[config.mk]
export PLATFORM = sky130hd
export DESIGN_NAME = periodic_task_timer_table_unit
export DESIGN_NICKNAME = d
export VERILOG_FILES = /design/src/rtl/ptt_pkg.sv /design/src/rtl/periodic_task_timer_table_unit.sv
export VERILOG_INCLUDE_DIRS = /design/src /design/src/rtl
export SDC_FILE = /design/constraint.sdc
export NUM_CORES = 2
export LEC_CHECK = 0
export BUFFER_PORTS_ARGS = -buffer_cell sky130_fd_sc_hd__buf_2
export CORE_UTILIZATION = 31
export DETAILED_ROUTE_END_ITERATION = 6
export GPL_TIMING_DRIVEN = 1
export PLACE_DENSITY = 0.56
export SYNTH_ARGS = -nofsm -noshare
export SYNTH_HDL_FRONTEND = slang
export SYNTH_SLANG_ARGS = --single-unit
export TNS_END_PERCENT = 50
[constraint.sdc]
create_clock -name clk -period 9 [get_ports clk]
set_input_delay 0.9 -clock clk [delete_from_list [all_inputs] [get_ports clk]]
set_output_delay 0.9 -clock clk [all_outputs]
set_load 0.02 [all_outputs]
[src/rtl/periodic_task_timer_table_unit_macros.svh]
// Assertion macros shared by the timer table RTL.
`ifndef PERIODIC_TASK_TIMER_TABLE_UNIT_MACROS_SVH
`define PERIODIC_TASK_TIMER_TABLE_UNIT_MACROS_SVH

// Same-cycle implication, checked out of reset.
`define PTT_ASSERT_NOW(lbl, ante, cons, msg) \
  lbl: assert property (@(posedge clk) disable iff (!rst_n) (ante) |-> (cons)) \
    else $error(msg);

// Next-cycle implication, checked out of reset.
`define PTT_ASSERT_NEXT(lbl, ante, cons, msg) \
  lbl: assert property (@(posedge clk) disable iff (!rst_n) (ante) |=> (cons)) \
    else $error(msg);

`endif

[src/rtl/ptt_pkg.sv]
// Types and constants of the periodic timer table.
package ptt_pkg;

  localparam int NUM_SLOTS  = 16;
  localparam int SLOT_IDX_W = (NUM_SLOTS > 1) ? $clog2(NUM_SLOTS) : 1;
  localparam int REM_W      = 34;
  localparam int STEP_W     = 10;
  localparam int CFG_AW     = 2;

  // Command codes
  localparam logic [2:0] OP_ADD    = 3'd0;
  localparam logic [2:0] OP_CANCEL = 3'd1;
  localparam logic [2:0] OP_PAUSE  = 3'd2;
  localparam logic [2:0] OP_RESUME = 3'd3;
  localparam logic [2:0] OP_TICK   = 3'd4;

  // Result kinds
  localparam logic KIND_STATUS = 1'b0;
  localparam logic KIND_FIRED  = 1'b1;

  // Register map (byte addresses)
  localparam logic [CFG_AW-1:0] ADDR_TICK_STEP = 2'd0;
  localparam logic [STEP_W-1:0] TICK_STEP_RESET = 10'd10;

  typedef enum logic [1:0] {
    ST_IDLE,
    ST_SCAN,
    ST_FINISH
  } state_t;

  typedef struct packed {
    logic [2:0]  op;
    logic [31:0] target_id;
    logic [31:0] period_ms;
    logic        repeating;
  } in_item_t;

  typedef struct packed {
    logic        kind;
    logic [31:0] result_id;
    logic        ok;
    logic        last;
  } out_item_t;

endpackage

[src/rtl/periodic_task_timer_table_unit.sv]
// Periodic timer table: slot scan sequencer, slot storage and APB register.
//
//  channel   ports                                      direction  handshake
//  command   start, busy, in_item                       in         start & !busy
//  result    out_valid, out_item                        out        one-cycle strobe
//  config    cfg_psel/penable/pwrite/paddr/pwdata/...   in/out     APB, pready tied high
//
// Every command scans each slot in turn through the shared subtract/compare unit,
// then passes through the finish state, after which busy drops.
// A status result shows in the cycle after finish. A fired result waits until the
// next firing slot is found, so the final fired result also shows after finish.
// Reset (rst_n low, synchronous) clears the valid bits, next id and sequencer;
// tick step returns to 10. Results cannot be stalled by the receiver.
`include "periodic_task_timer_table_unit_macros.svh"

module periodic_task_timer_table_unit
  import ptt_pkg::*;
(
  input  logic              clk,
  input  logic              rst_n,
  // command channel
  input  logic              start,
  output logic              busy,
  input  in_item_t          in_item,
  // result channel
  output logic              out_valid,
  output out_item_t         out_item,
  // configuration port
  input  logic              cfg_psel,
  input  logic              cfg_penable,
  input  logic              cfg_pwrite,
  input  logic [CFG_AW-1:0] cfg_paddr,
  input  logic [31:0]       cfg_pwdata,
  output logic [31:0]       cfg_prdata,
  output logic              cfg_pready
);

  // slot storage
  logic [NUM_SLOTS-1:0]    slot_valid_r;
  logic [31:0]             slot_id_r     [NUM_SLOTS];
  logic [31:0]             slot_period_r [NUM_SLOTS];
  logic signed [REM_W-1:0] slot_rem_r    [NUM_SLOTS];
  logic [NUM_SLOTS-1:0]    slot_repeat_r;
  logic [NUM_SLOTS-1:0]    slot_paused_r;

  // control and command registers
  state_t                  state_r, state_nxt;
  logic [SLOT_IDX_W-1:0]   idx_r, idx_nxt;
  in_item_t                cmd_r;
  logic                    found_r, found_nxt;
  logic                    ok_r, ok_nxt;
  logic                    pend_v_r, pend_v_nxt;
  logic [31:0]             pend_id_r, pend_id_nxt;
  logic [31:0]             next_id_r, next_id_nxt;
  logic [STEP_W-1:0]       step_r;
  logic                    out_valid_r, out_valid_nxt;
  out_item_t               out_item_r, out_item_nxt;

  // slot write controls
  logic                    add_en, clr_valid, set_pause, clr_pause, rem_en;
  logic signed [REM_W-1:0] rem_wdata;

  // current slot view and shared subtract unit
  logic                    cur_valid, cur_paused, cur_repeat, id_match;
  logic signed [REM_W-1:0] rem_sub;
  logic                    fire;
  logic                    accept, cfg_wr, last_slot;

  assign accept    = start && (state_r == ST_IDLE);
  assign cfg_wr    = cfg_psel && cfg_penable && cfg_pwrite && cfg_pready;
  assign last_slot = (idx_r == SLOT_IDX_W'(NUM_SLOTS - 1));

  assign cur_valid  = slot_valid_r[idx_r];
  assign cur_paused = slot_paused_r[idx_r];
  assign cur_repeat = slot_repeat_r[idx_r];
  assign id_match   = cur_valid && (slot_id_r[idx_r] == cmd_r.target_id);
  assign rem_sub    = slot_rem_r[idx_r] - $signed({{(REM_W-STEP_W){1'b0}}, step_r});
  assign fire       = rem_sub[REM_W-1] || (rem_sub == '0);

  // sequencer: next state, slot updates and result selection
  always_comb begin
    state_nxt     = state_r;
    idx_nxt       = idx_r;
    found_nxt     = found_r;
    ok_nxt        = ok_r;
    pend_v_nxt    = pend_v_r;
    pend_id_nxt   = pend_id_r;
    next_id_nxt   = next_id_r;
    out_valid_nxt = 1'b0;
    out_item_nxt  = out_item_r;
    add_en        = 1'b0;
    clr_valid     = 1'b0;
    set_pause     = 1'b0;
    clr_pause     = 1'b0;
    rem_en        = 1'b0;
    rem_wdata     = rem_sub;
    unique case (state_r)
      ST_IDLE: begin
        if (accept) begin
          state_nxt  = ST_SCAN;
          idx_nxt    = '0;
          found_nxt  = 1'b0;
          ok_nxt     = 1'b0;
          pend_v_nxt = 1'b0;
        end
      end
      ST_SCAN: begin
        unique case (cmd_r.op)
          OP_ADD: begin
            // lowest free slot takes the new timer
            if (!found_r && !cur_valid) begin
              add_en    = 1'b1;
              found_nxt = 1'b1;
              ok_nxt    = 1'b1;
            end
          end
          OP_CANCEL: begin
            if (!found_r && id_match) begin
              clr_valid = 1'b1;
              found_nxt = 1'b1;
              ok_nxt    = 1'b1;
            end
          end
          OP_PAUSE: begin
            if (!found_r && id_match) begin
              found_nxt = 1'b1;
              ok_nxt    = !cur_paused;
              set_pause = !cur_paused;
            end
          end
          OP_RESUME: begin
            if (!found_r && id_match) begin
              found_nxt = 1'b1;
              ok_nxt    = cur_paused;
              clr_pause = cur_paused;
            end
          end
          OP_TICK: begin
            if (cur_valid && !cur_paused) begin
              rem_en = 1'b1;
              if (fire) begin
                // previous fire is known not to be the final one
                if (pend_v_r) begin
                  out_valid_nxt = 1'b1;
                  out_item_nxt  = '{kind: KIND_FIRED, result_id: pend_id_r,
                                    ok: 1'b1, last: 1'b0};
                end
                pend_v_nxt  = 1'b1;
                pend_id_nxt = slot_id_r[idx_r];
                rem_wdata   = $signed({{(REM_W-32){1'b0}}, slot_period_r[idx_r]});
                clr_valid   = !cur_repeat;
              end
            end
          end
          default: ;
        endcase
        idx_nxt = idx_r + 1'b1;
        if (last_slot) begin
          state_nxt = ST_FINISH;
        end
      end
      ST_FINISH: begin
        state_nxt = ST_IDLE;
        if (cmd_r.op == OP_TICK) begin
          if (pend_v_r) begin
            out_valid_nxt = 1'b1;
            out_item_nxt  = '{kind: KIND_FIRED, result_id: pend_id_r,
                              ok: 1'b1, last: 1'b1};
          end
          pend_v_nxt = 1'b0;
        end else begin
          out_valid_nxt = 1'b1;
          out_item_nxt  = '{kind: KIND_STATUS, result_id: '0, ok: ok_r, last: 1'b1};
          unique case (cmd_r.op)
            OP_ADD: begin
              if (ok_r) begin
                out_item_nxt.result_id = next_id_r;
                next_id_nxt            = next_id_r + 32'd1;
              end
            end
            OP_CANCEL, OP_PAUSE, OP_RESUME: begin
              out_item_nxt.result_id = cmd_r.target_id;
            end
            default: ;
          endcase
        end
      end
      default: state_nxt = ST_IDLE;
    endcase
  end

  // control state
  always_ff @(posedge clk) begin
    if (!rst_n) begin
      state_r     <= ST_IDLE;
      idx_r       <= '0;
      found_r     <= 1'b0;
      ok_r        <= 1'b0;
      pend_v_r    <= 1'b0;
      next_id_r   <= '0;
      out_valid_r <= 1'b0;
      step_r      <= TICK_STEP_RESET;
    end else begin
      state_r     <= state_nxt;
      idx_r       <= idx_nxt;
      found_r     <= found_nxt;
      ok_r        <= ok_nxt;
      pend_v_r    <= pend_v_nxt;
      next_id_r   <= next_id_nxt;
      out_valid_r <= out_valid_nxt;
      if (cfg_wr && (cfg_paddr == ADDR_TICK_STEP)) begin
        step_r <= cfg_pwdata[STEP_W-1:0];
      end
    end
  end

  // payload registers
  always_ff @(posedge clk) begin
    if (accept) begin
      cmd_r <= in_item;
    end
    pend_id_r  <= pend_id_nxt;
    out_item_r <= out_item_nxt;
  end

  // valid bits
  always_ff @(posedge clk) begin
    if (!rst_n) begin
      slot_valid_r <= '0;
    end else if (add_en) begin
      slot_valid_r[idx_r] <= 1'b1;
    end else if (clr_valid) begin
      slot_valid_r[idx_r] <= 1'b0;
    end
  end

  // slot fields, one slot written per cycle
  always_ff @(posedge clk) begin
    if (add_en) begin
      slot_id_r[idx_r]     <= next_id_r;
      slot_period_r[idx_r] <= cmd_r.period_ms;
      slot_rem_r[idx_r]    <= $signed({{(REM_W-32){1'b0}}, cmd_r.period_ms});
      slot_repeat_r[idx_r] <= cmd_r.repeating;
      slot_paused_r[idx_r] <= 1'b0;
    end else begin
      if (rem_en) begin
        slot_rem_r[idx_r] <= rem_wdata;
      end
      if (set_pause) begin
        slot_paused_r[idx_r] <= 1'b1;
      end else if (clr_pause) begin
        slot_paused_r[idx_r] <= 1'b0;
      end
    end
  end

  assign busy       = (state_r != ST_IDLE);
  assign out_valid  = out_valid_r;
  assign out_item   = out_item_r;
  assign cfg_pready = 1'b1;
  assign cfg_prdata = (cfg_paddr == ADDR_TICK_STEP) ? {{(32-STEP_W){1'b0}}, step_r} : '0;

  // checks
  `PTT_ASSERT_NOW(a_status_is_last, out_valid_r && (out_item_r.kind == KIND_STATUS),
                  out_item_r.last, "status result without last")
  `PTT_ASSERT_NOW(a_fired_ok, out_valid_r && (out_item_r.kind == KIND_FIRED),
                  out_item_r.ok, "fired result without ok")
  `PTT_ASSERT_NEXT(a_accept_starts_scan, accept, (state_r == ST_SCAN) && (idx_r == '0),
                   "scan did not start at slot zero")
  `PTT_ASSERT_NEXT(a_finish_to_idle, state_r == ST_FINISH, (state_r == ST_IDLE) && !pend_v_r,
                   "finish did not drain")
  `PTT_ASSERT_NOW(a_single_slot_op, add_en, !clr_valid && !rem_en,
                  "conflicting slot writes")

endmodule

# Word-level counts from Yosys, hierarchy flattened
# Memory sizes are Yosys's and may differ from the RTL's. A register that Yosys moved wholly into a read port is not among the register bits.
# Cells that the tools add are included.
totals:
  mem_bits_rw: 1568
  memories: 3
  ff_bits: 235
  elab_cells: 173
mem_list:
  columns: ["memory", "words", "word_bits", "read_ports", "rd_ports_with_merged_regs", "wr", "line", "rtl"]
  rows:
  - ["slot_rem_r", 16, 34, 1, 1, 1, "periodic_task_timer_table_unit.sv:42", "logic signed [REM_W-1:0] slot_rem_r [NUM_SLOTS];"]
  - ["slot_id_r", 16, 32, 1, 1, 1, "periodic_task_timer_table_unit.sv:40", "logic [31:0] slot_id_r [NUM_SLOTS];"]
  - ["slot_period_r", 16, 32, 1, 1, 1, "periodic_task_timer_table_unit.sv:41", "logic [31:0] slot_period_r [NUM_SLOTS];"]
op_classes:
  addsub: 3
  n_bitwise: 7
  magnitude_cmp: 2
  n_reduce_logical: 33
  n_eq_ne: 23
  mux: 82
op_table:
  columns: ["cell", "n"]
  rows:
  - ["2-to-1 mux 35 bit", 6]
  - ["2-to-1 mux 34 bit", 5]
  - ["2-to-1 mux 16 bit", 5]
  - ["case mux 35 bit (2 select lines)", 1]
  - ["case mux 32 bit (2 select lines)", 1]
  - ["2-to-1 mux 1 bit", 39]
  - ["logical NOT 34 bit", 1]
  - ["subtractor 34 x 11 -> 34 bit", 1]
  - ["adder 32 x 1 -> 32 bit (second input constant)", 1]
  - ["AND 16 bit", 2]
  - ["equality test 32 bit", 1]
  - ["2-to-1 mux 32 bit", 1]
  - ["bitwise OR 16 bit", 2]
  - ["2-to-1 mux 4 bit", 7]
  - ["inequality test 3 bit (second input constant)", 7]
  - ["bitwise mux 16 bit", 1]
  - ["NOT 16 bit", 1]
  - ["inequality test 2 bit (second input constant)", 7]
  - ["binary-select mux 1 bit (select 4 bit)", 3]
  - ["AND reduction 6 bit", 2]
  - ["2-to-1 mux 10 bit", 1]
  - ["case mux 1 bit (2 select lines)", 5]
  - ["logical AND 1 bit", 9]
  - ["case mux 4 bit (2 select lines)", 1]
  - ["other kinds (28)", 40]

# Depth between registers and ports, before layout
depth:
  word_depth: 11
  ltp_mapped: 33
  ltp_nobuf: 17

# Least setup slack after synthesis
# Ideal clock, no wire load.
synth_path:
  kind: "reg-to-reg"
  start: "register (tool-made name)"
  end: "register out_item_r, in the netlist out_item[0], enable pin"
  n_path_buf: 16
  synth_period_minus_slack_ps: 8087
  stages_incl_launch_ff: 34
  arrival_time_ps: 7694
  setup_slack_ps: 913
  setup_time_ps: 393
  cell_sequence: "dfxtp_1 > buf_6 > buf_12 > buf_12 > buf_12 > buf_6 > buf_6 > buf_6 > buf_6 > buf_4 > buf_2 > buf_2 > buf_4 > buf_2 > mux4_2 > mux4_2 > inv_1 > ha_1 > inv_1 > fa_1 > a21o_1 > a221oi_1 > o21ai_0 > nor2_1 > and2_1 > buf_2 > and2_4 > buf_6 > mux2i_1 > o2111ai_4 > o21ai_4 > buf_4 > nand3_1 > nand2_1"
synth_lines:
  columns: ["element", "line", "rtl"]
  rows:
  - ["to (signal assigned)", "periodic_task_timer_table_unit.sv:223", "out_item_r <= out_item_nxt;"]
  - ["to (decl)", "periodic_task_timer_table_unit.sv:57", "out_item_t out_item_r, out_item_nxt;"]

==> summary.txt <==
Floorplan
  • I/O Pins: about 180
  • DIE WIDTH: slightly below 500 microns
  • Die footprint: about 230000 sq um
  • Core Area: ~230000 sq um
  • Std cell rows: 175
  • Die H: 481.8 microns
  • Initial Utilization: between 30% and 40%

STA
  • Unrepaired setup endpoints after global routing: no
  • Tmin final: 7.499 ns
  • Hold violation count in the final report: 0
  • Final Max Slew Viols: 0
  • Final setup viols: 0
  • Fmax: between 0.1 and 0.15 GHz
  • Relative slew margins: 14.46%
  • Tcrit/Tclk final: 83.33%
  • Worst Skew: 0.04688 ns
  • Worst Tran Pin Value: approximately 1.3 ns
  • TNS Setup: 0 ns

Power and ir drop
  • Clock share of power: between 40% and 50%
  • Net switching power: around 0.0038 W
  • Worst vdd ir: between 0.15 and 0.2 mV
  • Part of the power in registers: 53.2%
  • Leakage power: 25.78 nW
  • Final Power: around 0.018 W
  • Switching part of the total power: 21.66%
  • Cell internal pwr: 0.01379 W
  • Comb pwr share: 4.2%
  • P per Cell Area: roughly 220 nW/um^2

Hold path
  • Worst hold path class: primary input to flip-flop

Clock tree
  • Clock sink count: ~1800
  • Resized Gates After CTS: 0
  • Worst-Skew Late Latency: roughly 0.85 ns
  • CTS Buf Count: roughly 190
  • Hold_buf cts: 0
  • H-tree depth: 4
  • Clock buffer depth: 3
  • Setup Fix Bufs, Post-CTS: 0
  • Clock root cell: clkbuf_16
  • Worst-path clk slew: about 0.060 ns
  • CTS tree: yes

Synthesis
  • Synth unique cells: 89
  • Seq/Total Area, Yosys: around 75%
  • Cell Area, Synth: 71360 sq um
  • Ys Warns: 0
  • Post-synth EDFFs: 1735
  • #FFs+latches synth: approximately 1800
  • Post-synth top area share: approximately three quarters
  • Ranking of synthesized cells by area: edfxtp_1, mux4_2, dfxtp_1, xnor2_1, mux2i_1
  • Main synth FF type: edfxtp_1
  • Asr flop ratio synth: 0%
  • Post-Syn Area per Cell: about 21 sq um
  • Area leader, netlist: edfxtp_1
  • Mapped Cells: 3357

Worst setup path
  • WP buf/inv: 3
  • CP arrival: approximately 8 ns
  • Critical Path End Type: flip-flop
  • CP Class: flip-flop to flip-flop
  • Crit path cell chain: mux4_2, mux4_2, inv_1, ha_1, inv_1, fa_1, a21o_1, a221oi_1, o21ai_0, nor2_1, and2_1, and2_4, xnor2_1, nand4_2, o21ai_4, buf_4, mux2i_1, o21ai_1
  • Worst Setup Start Kind: flip-flop
  • Critical-path top delay cell: o21ai_1
  • CP peak stage delay: roughly 0.9 ns
  • Largest delay contributor family on the critical path: compound AO/OA/AOI/OAI gates
  • WP data required: between 9 and 10 ns
  • Worst Path Max Fanout: 22

Cells and area
  • Fill count: roughly 21000
  • Register Area: 53550 sq um
  • Multi-input logic area: about 17000 sq um
  • Final instance area: between 80000 and 90000 sq um
  • Layout cells sized above 1: approximately 28%
  • Final net count: between 3000 and 4000
  • Synthesis-to-finish area growth: 14.72%

Routing
  • Post-route ant nets: 0
  • DRC: 0
  • DR iter-0 viols: between 3000 and 4000
  • DR vias/cell: between 5 and 6
  • Via Count: 34640
  • Drt total wl: 181800 microns
  • Avg WL per Cell: between 20 and 30 microns
  • First-pass DRT Iterations: 6

Status
  • Outcome: finished, final reports clean

Flow run
  • Max Cap Viol: 0

Global route
  • GRT Residual Overflow: 0
  • Vias in the first global route: around 35000
  • Largest net degree at the start of global routing: roughly 110
  • GRT Resource Usage Total: 15.66%
  • Initial antenna violation count: 13
  • First-pass GRT wire length: 260000 microns

Place
  • Port Buf Inserts: about 130
  • GPL Wtd Cong: 0.8133
  • Detailed placement HPWL: 99600 microns
  • Placed Area: roughly 76000 sq um
[synth_stat cells, types with 8 or more instances]
master and n:
a21oi_1 39, a21oi_2 9, a221oi_1 22, a222oi_1 25
a22oi_1 28, a22oi_2 10, a311oi_1 10, and2_1 41
and3_1 19, buf_1 13, buf_2 39, buf_4 33
buf_6 21, clkbuf_1 86, dfxtp_1 72, edfxtp_1 1735
ha_1 20, inv_1 64, mux2i_1 42, mux4_1 8
mux4_2 472, nand2_1 109, nand3_1 37, nand4_1 20
nor2_1 83, nor2b_1 27, nor3_1 21, o21ai_0 22
o21ai_1 11, o221a_1 8, xnor2_1 68, xor2_1 20
[logic make-up after synthesis]
logic type	after synthesis	share of synthesized area [%]
flops	1807	75.03
mux	524	15.81
simple gates	403	2.893
buf+inv	261	1.904
compound gates	250	2.849
xor+xnor	89	1.119
fa+ha+maj	21	0.3787
other cells	2	0.01052
[layer usage]
layer  vias up  part of all wire [%]  global-route usage [%]
met1     18800                    43                   21.90
met4         4                   2.2                   4.426
met5         -                 0.015                       0
met3       219                   5.7                   2.251
met2      1121                    49                   25.38
li1      14500                     -                       -
[registers in the layout (all words and copies together), names as in the netlist, named ones only]
signal         cells
slot_rem_r       544
slot_id_r        512
slot_period_r    512
cmd_r             68
out_item          35
next_id_r         32
pend_id_r         32
slot_repeat_r     16
step_r            10
idx_r              4
state_r            2
found_r            1
ok_r               1
out_valid          1
pend_v_r           1
[cell type report]
class	count	area share [%]
clock buffers	236	5.964
inverters	66	0.3087
diodes	2	0.006114
repair buffers	231	1.852
flip-flops and latches	1807	65.42
multi-input cells	1326	20.61
well taps	3009	4.599
clock inverters	104	1.244
[through the flow]
stage	setup WS (ns)	util (%)	cells	hold WS, ns
after floorplan	0.9133	-	3394	0.4446
after global placement	1.614	33.29	6439	0.4624
after detailed placement	1.542	33.29	6439	0.4834
after CTS	1.482	35.88	6779	0.1590
after global routing	0.9313	35.88	6781	0.1793
final	1.501	35.88	6781	0.2290
[cells in the final DEF (no fill, tap or decap), drive strengths merged, types with 6 or more instances in the layout]
master and count:
edfxtp 1735, mux4 480, clkbuf 236, buf 231, nand2 110, nor2 85
inv 76, clkinv 76, dfxtp 72, xnor2 68, a21oi 48, and2 43
mux2i 42, conb 39, a22oi 39, nand3 37, o21ai 35, nor2b 27
a222oi 25, nor3 24, a221oi 23, nand4 21, xor2 21, ha 20
and3 19, o221a 15, bufinv 12, a311oi 10, a21boi 8, o211ai 7
a21o 7, and4 7, nor4 7, clkinvlp 6
[final timing paths]
path	from	end	slack [ns]	cells past startpoint
hold / removal	in_item[64]	cmd_r[64]	0.23	1
hold reg to reg	step_r[1]	step_r[1]	0.49	2
setup reg to reg	flip-flop	slot_rem_r[9][6]	1.50	18
setup / recovery	flip-flop	slot_rem_r[9][6]	1.50	18
[power groups by stage]
stage / registers (W) / logic [W] / clock network, W
floorplan: 0.00948 / 0.000551 / 0
global placement: 0.00954 / 0.000750 / 0
detailed placement: 0.00955 / 0.000755 / 0
CTS: 0.00937 / 0.000757 / 0.00765
global route: 0.00937 / 0.000801 / 0.00796
finish: 0.00937 / 0.000743 / 0.00749
Power figures use the tool's default switching activity.
